`src/rtl/rrts_pkg.sv`:
```
package rrts_pkg;

    // Field widths of the event and result beats
    localparam int ACT_W  = 3;
    localparam int TID_W  = 7;
    localparam int TIME_W = 32;
    localparam int CHAR_W = 9;
    localparam int ST_W   = 3;
    localparam int RES_W  = 3;

    // Event codes
    localparam logic [ACT_W-1:0] ACT_CREATE = 3'd0;
    localparam logic [ACT_W-1:0] ACT_EXIT   = 3'd1;
    localparam logic [ACT_W-1:0] ACT_WAIT   = 3'd2;
    localparam logic [ACT_W-1:0] ACT_SLEEP  = 3'd3;
    localparam logic [ACT_W-1:0] ACT_READ   = 3'd4;
    localparam logic [ACT_W-1:0] ACT_POLL   = 3'd5;

    // Per-task state codes
    localparam logic [ST_W-1:0] ST_RUNNABLE   = 3'd0;
    localparam logic [ST_W-1:0] ST_WAITING    = 3'd1;
    localparam logic [ST_W-1:0] ST_SLEEPING   = 3'd2;
    localparam logic [ST_W-1:0] ST_WAIT_INPUT = 3'd3;
    localparam logic [ST_W-1:0] ST_DONE       = 3'd4;

    // Result status codes
    localparam logic [RES_W-1:0] RES_CREATED  = 3'd0;
    localparam logic [RES_W-1:0] RES_FULL     = 3'd1;
    localparam logic [RES_W-1:0] RES_SWITCHED = 3'd2;
    localparam logic [RES_W-1:0] RES_CHAR     = 3'd3;
    localparam logic [RES_W-1:0] RES_NONE     = 3'd4;

    // What an event needs once its write is done
    typedef enum logic [1:0] {
        K_NONE,
        K_NOW,
        K_SCAN
    } t_kind;

    typedef struct packed {
        logic clear;
        logic capture;
        logic apply;
        logic scan;
        logic load_out;
    } t_dp_cmd;

    typedef struct packed {
        logic  clr_last;
        t_kind kind;
        logic  hit;
        logic  drained;
        logic  out_free;
    } t_dp_sts;

endpackage

```
`src/rtl/rrts_ctrl.sv`:
```
module rrts_ctrl (
    input  logic              i_clk,
    input  logic              i_rst_n,
    input  logic              i_in_valid,
    output logic              o_in_stall,
    output rrts_pkg::t_dp_cmd o_cmd,
    input  rrts_pkg::t_dp_sts i_sts
);

    import rrts_pkg::*;

    typedef enum logic [2:0] {
        S_CLEAR,
        S_IDLE,
        S_APPLY,
        S_SCAN,
        S_OUT
    } t_state;

    t_state r_state;
    t_state n_state;

    always_comb begin
        n_state = r_state;
        o_cmd   = '0;
        case (r_state)
            S_CLEAR: begin
                o_cmd.clear = 1'b1;
                if (i_sts.clr_last) begin
                    n_state = S_IDLE;
                end
            end
            S_IDLE: begin
                o_cmd.capture = i_in_valid;
                if (i_in_valid) begin
                    n_state = S_APPLY;
                end
            end
            S_APPLY: begin
                o_cmd.apply = 1'b1;
                case (i_sts.kind)
                    K_NOW:   n_state = S_OUT;
                    K_SCAN:  n_state = S_SCAN;
                    default: n_state = S_IDLE;
                endcase
            end
            S_SCAN: begin
                o_cmd.scan = 1'b1;
                if (i_sts.hit || i_sts.drained) begin
                    n_state = S_OUT;
                end
            end
            S_OUT: begin
                o_cmd.load_out = i_sts.out_free;
                if (i_sts.out_free) begin
                    n_state = S_IDLE;
                end
            end
            default: n_state = S_CLEAR;
        endcase
    end

    always_ff @(posedge i_clk) begin
        if (!i_rst_n) begin
            r_state <= S_CLEAR;
        end else begin
            r_state <= n_state;
        end
    end

    assign o_in_stall = (r_state != S_IDLE);

endmodule

```
`config.mk`:
```
export PLATFORM = sky130hd
export DESIGN_NAME = rrts_ctrl
export DESIGN_NICKNAME = d
export VERILOG_FILES = /design/src/rtl/rrts_pkg.sv /design/src/rtl/rrts_ctrl.sv
export SDC_FILE = /design/constraint.sdc
export NUM_CORES = 1
export LEC_CHECK = 0
export BUFFER_PORTS_ARGS = -buffer_cell sky130_fd_sc_hd__buf_2
export CORE_AREA = 3 3 40 42
export DETAILED_ROUTE_END_ITERATION = 10
export DIE_AREA = 0 0 43 45
export MAX_ROUTING_LAYER = met4
export SYNTH_ARGS = -nofsm -noshare
export SYNTH_HDL_FRONTEND = slang
export SYNTH_SLANG_ARGS = --single-unit
```
`constraint.sdc`:
```
create_clock -name i_clk -period 1.55 [get_ports i_clk]
set_input_delay 0 -clock i_clk [delete_from_list [all_inputs] [get_ports i_clk]]
set_output_delay 0 -clock i_clk [all_outputs]
set_load 0.01 [all_outputs]
```
======== After elaboration in Yosys (flattened, before gate mapping) ========
Cells that the tools add are included.
storage, ports and cells
  input bits .............................. 9
  flip-flop bits (word level) ............. 3
  output and inout port bits .............. 6
operators by class
  equal/unequal tests ..................... 11
  reductions and logical operators ........ 3
  mux-type cells .......................... 11
operators by type and width
  operator                                                                count
  3-bit one-hot mux with 5 select lines                                   1
  3-bit two-way mux                                                       4
  2-bit != test (second input constant)                                   4
  3-bit by 2-bit equality test with 1-bit output (second input constant)  2
  3-bit one-hot mux with 2 select lines                                   1
  1-bit two-way mux                                                       5
  4-bit AND reduction                                                     1
  3-bit by 1-bit equality test with 1-bit output (second input constant)  1
  3-bit equality test (second input constant)                             1
  3-bit logical NOT                                                       1
  3-bit by 1-bit != test with 1-bit output (second input constant)        1
  2-bit by 1-bit equality test with 1-bit output (second input constant)  1
  2-bit equality test (second input constant)                             1
  1-bit logical OR                                                        1

======== Longest topological paths before layout ========
  word-level depth ........................ 3
  mapped depth ............................ 5

======== Worst setup path after synthesis ========
OpenSTA, ideal clock, no wires.
  kind .................................... reg2reg
  start point ............................. reg r_state[0]
  end point ............................... reg r_state[0]
  arrival time ............................ 1.036 ns
  stages on the path, launching flop included .. 6
  setup time .............................. 0.072 ns
  path slack .............................. 0.443 ns
  cells stage by stage .................... dfxtp_1 > buf_6 > nor3b_1 > a31oi_1 > o22ai_2 > mux2i_1
on the way
  cells in the longest elaborated chain, start to end .. 3
  elaborated cells between the ends (all ways) .. 11
  classes of those cells .................. 8 x eq/ne; 1 x mux; 2 x reduce/logical
RTL lines
  item                                                                          RTL line         text
  start: declaration                                                            rrts_ctrl.sv:20  t_state r_state;
  start signal: assignment                                                      rrts_ctrl.sv:67  r_state <= n_state;
  3-bit by 2-bit equality test with 1-bit output, or another cell as far along  rrts_ctrl.sv:26  case (r_state)
  2-bit != test (no source line)                                                --
  4-bit AND reduction (no source line)                                          --
Several ways; a longest one is shown, not always the timed one.
A chain may end at the register's enable or synchronous reset.

==> results.sh <==
export IMPL_status="completed"
export IMPL_grt_pass1_vias=295
export IMPL_routed_wl_met3_um=23
export IMPL_placed_area_sq_um=326.6
export IMPL_stdcell_count=65
export IMPL_tightest_slew_ns=0.3888
export IMPL_grt_overflow=0
export IMPL_multi_input_area_sq_um=162.7
export IMPL_die_h_um=45
export IMPL_num_vias=289
export IMPL_initial_core_util_pct=19.77
export IMPL_max_cap_violations=0
export IMPL_p_switching_mw=0.2399
export IMPL_finish_utilization_pct=27.56
export IMPL_drive_gt1_share_pct=38.00
export IMPL_max_slew_margin_pct=74.05
export IMPL_final_cell_area_sq_um=354.1
export IMPL_syn_area_per_cell_sq_um=7.470
export IMPL_top_regs="r_state (3)"
export IMPL_grt_pass1_wl_mm=1.117
export IMPL_top_register="r_state"
export IMPL_fin_crit_sh_pct=86.99
export IMPL_fin_setup_tns_ns=0
export IMPL_drc=0
export IMPL_cp_start_kind="flop"
export IMPL_yosys_area_share_simple_pct=34.98
export IMPL_area_delta_synth_final_pct=39.41
export IMPL_seqCellArea_sq_um=61.31
export IMPL_layout_common_cells="buf_2 (14), inv_1 (4), nand2_1 (3), mux2i_1 (3), clkbuf_4 (3)"
export IMPL_place_ws_ns=0.2810
export IMPL_ant_nets=0
export IMPL_met2_length_um=341
export IMPL_criticalPathCategory="flop to primary output"
export IMPL_swShare_pct=41.59
export IMPL_synth_nets=43
export IMPL_seqPwrFrac_pct=29.2
export IMPL_viasPerCell=4.446
export IMPL_cts_tree="built"
export IMPL_hold_depth=3
export IMPL_drv_slew=0
export IMPL_dr_pass1_iters=4
export IMPL_largest_reg_flops=3
export IMPL_holdWs_ns=0.06467
export IMPL_clkLatencyLatePin_ns=0.23
export IMPL_drt_iter0_markers=6
export IMPL_ctsResizeCount=0
export IMPL_cts_root_buffer="clkbuf_4"
export IMPL_p_total_mw=0.5767
export IMPL_ys_warn_count=0
export IMPL_pwr_share_comb_pct=46.5
export IMPL_synth_seq_area_share_pct=23.65
export IMPL_fin_skew_ns=0.005834
export IMPL_p_leak_nw=0.1703
export IMPL_antenna_found_initial=0
export IMPL_grt_start_max_net_pins=14
export IMPL_synthDistinctLibCells=19
export IMPL_die_w_um=43
export IMPL_power_density_nw_per_um2=1629
export IMPL_synth_top_family_by_area="simple AND/OR/NAND/NOR gates"
export IMPL_drt_total_wl_um=663
export IMPL_synth_fa_ha_area_share_pct=0
export IMPL_synth_compound_area_share_pct=17.24
export IMPL_wire_per_inst_um=10.20
export IMPL_period_minus_slack_ns=1.348
export IMPL_power_internal_mw=0.3368
export IMPL_wl_met1_um=298
export IMPL_diodes=0
export IMPL_fin_nets=60
export IMPL_h_tree_depth=1
export IMPL_syn_inst=34
export IMPL_synthMuxAreaShare_pct=11.82
export IMPL_grtUsageTotal_pct=8.048
export IMPL_clockPowerShare_pct=24.3
export IMPL_cp_max_fo=10
export IMPL_nFillCells=153
export IMPL_grt_setup_unrepaired="no"
export IMPL_core_area_sq_um=1285
export IMPL_final_common_cell="buf_2"
export IMPL_fin_ws_ns=0.2017
export IMPL_place_congestion=0.6620
export IMPL_ir_worst_vdd_uv=363.1
export IMPL_dieArea_sq_um=1935
export IMPL_synth_xor_xnor_area_share_pct=0
export IMPL_cts_buffer_depth=2
export IMPL_place_inst=61
export IMPL_hpwl_um=496.7
export IMPL_min_path_type="input port to flop"
export IMPL_fmax_mhz=741.6
export IMPL_end_kind="primary output"
export IMPL_highest_layer="met3"
export IMPL_synth_area_sq_um=254.0
export IMPL_reg2reg_slack_ns=0.28
export IMPL_hold_buffers=0
export IMPL_numPortBuffers=14
export IMPL_crit_required_ns=1.55
export IMPL_ioPinCount=15
export IMPL_cts_sinks=3
export IMPL_hold_viol=0
export IMPL_clk_pin_slew_worst_paths_ns=0.04
export IMPL_postCtsSetupBuffers=0
export IMPL_cts_buffers=3
export IMPL_r2r_cells=3
export IMPL_setup_violations=0
export IMPL_rows=13
export IMPL_cp_arrival_ns=1.35
export IMPL_ys_ff_latch=3
-- layer usage --
metal	global-route usage, %	vias to the layer above
li1	-	155
met1	8.873	128
met2	12.57	6
met3	1.195	0
met4	7.229	0
met5	-	-
-- power by group through the flow --
| stage | combinational (mW) | clock (mW) | sequential, mW |
|---|---|---|---|
| 2_1_floorplan | 0.256 | 0 | 0.118 |
| 3_3_place_gp | 0.269 | 0 | 0.164 |
| 3_5_place_dp | 0.269 | 0 | 0.166 |
| 4_1_cts | 0.271 | 0.145 | 0.164 |
| 5_1_grt | 0.296 | 0.149 | 0.178 |
| 6_report | 0.268 | 0.140 | 0.168 |
-- critical path, stage by stage (launching register included) --
cell and delay (ns):
dfxtp_2 0.40, inv_1 0.11, or3_1 0.37, nor2_1 0.09, buf_2 0.13
-- cell type report --
cell class              count  share of cell area [%]
multi-input cells          25                   45.94
repair buffers             14                   19.79
flip-flops and latches      3                   17.31
clock buffers               4                   7.420
well taps                  15                   5.300
inverters                   4                   4.240
-- path summary, 6_finish.rpt --
| kind | from | endpoint |
|---|---|---|
| worst max-delay path | r_state[0] | o_cmd[3] |
| worst min-delay path | i_rst_n | r_state[0] |
| worst max register to register | r_state[1] | r_state[1] |
| worst min register to register | r_state[0] | r_state[0] |
-- logic make-up after synthesis --
family,after synthesis
mux,3
simple gates,16
compound gates,6
flops,3
buf+inv,6
-- Yosys cell counts --
library cell  instances  area share [%]
a31oi_1               2             4.9
and3_1                2             4.9
buf_2                 1             2.0
buf_6                 1             4.4
dfxtp_1               3              24
inv_1                 4             5.9
mux2i_1               3              12
nand2_1               3             4.4
nand3_1               2             3.9
nand4bb_1             1             4.4
nor2_1                2             3.0
nor2b_1               1             2.5
nor3_1                2             3.9
nor3b_1               1             3.0
nor4_1                1             2.5
o2111ai_1             1             3.4
o21ai_0               2             3.9
o22ai_2               1             4.9
or3_1                 1             2.5
No activity file was read; power rests on OpenSTA's default activity.
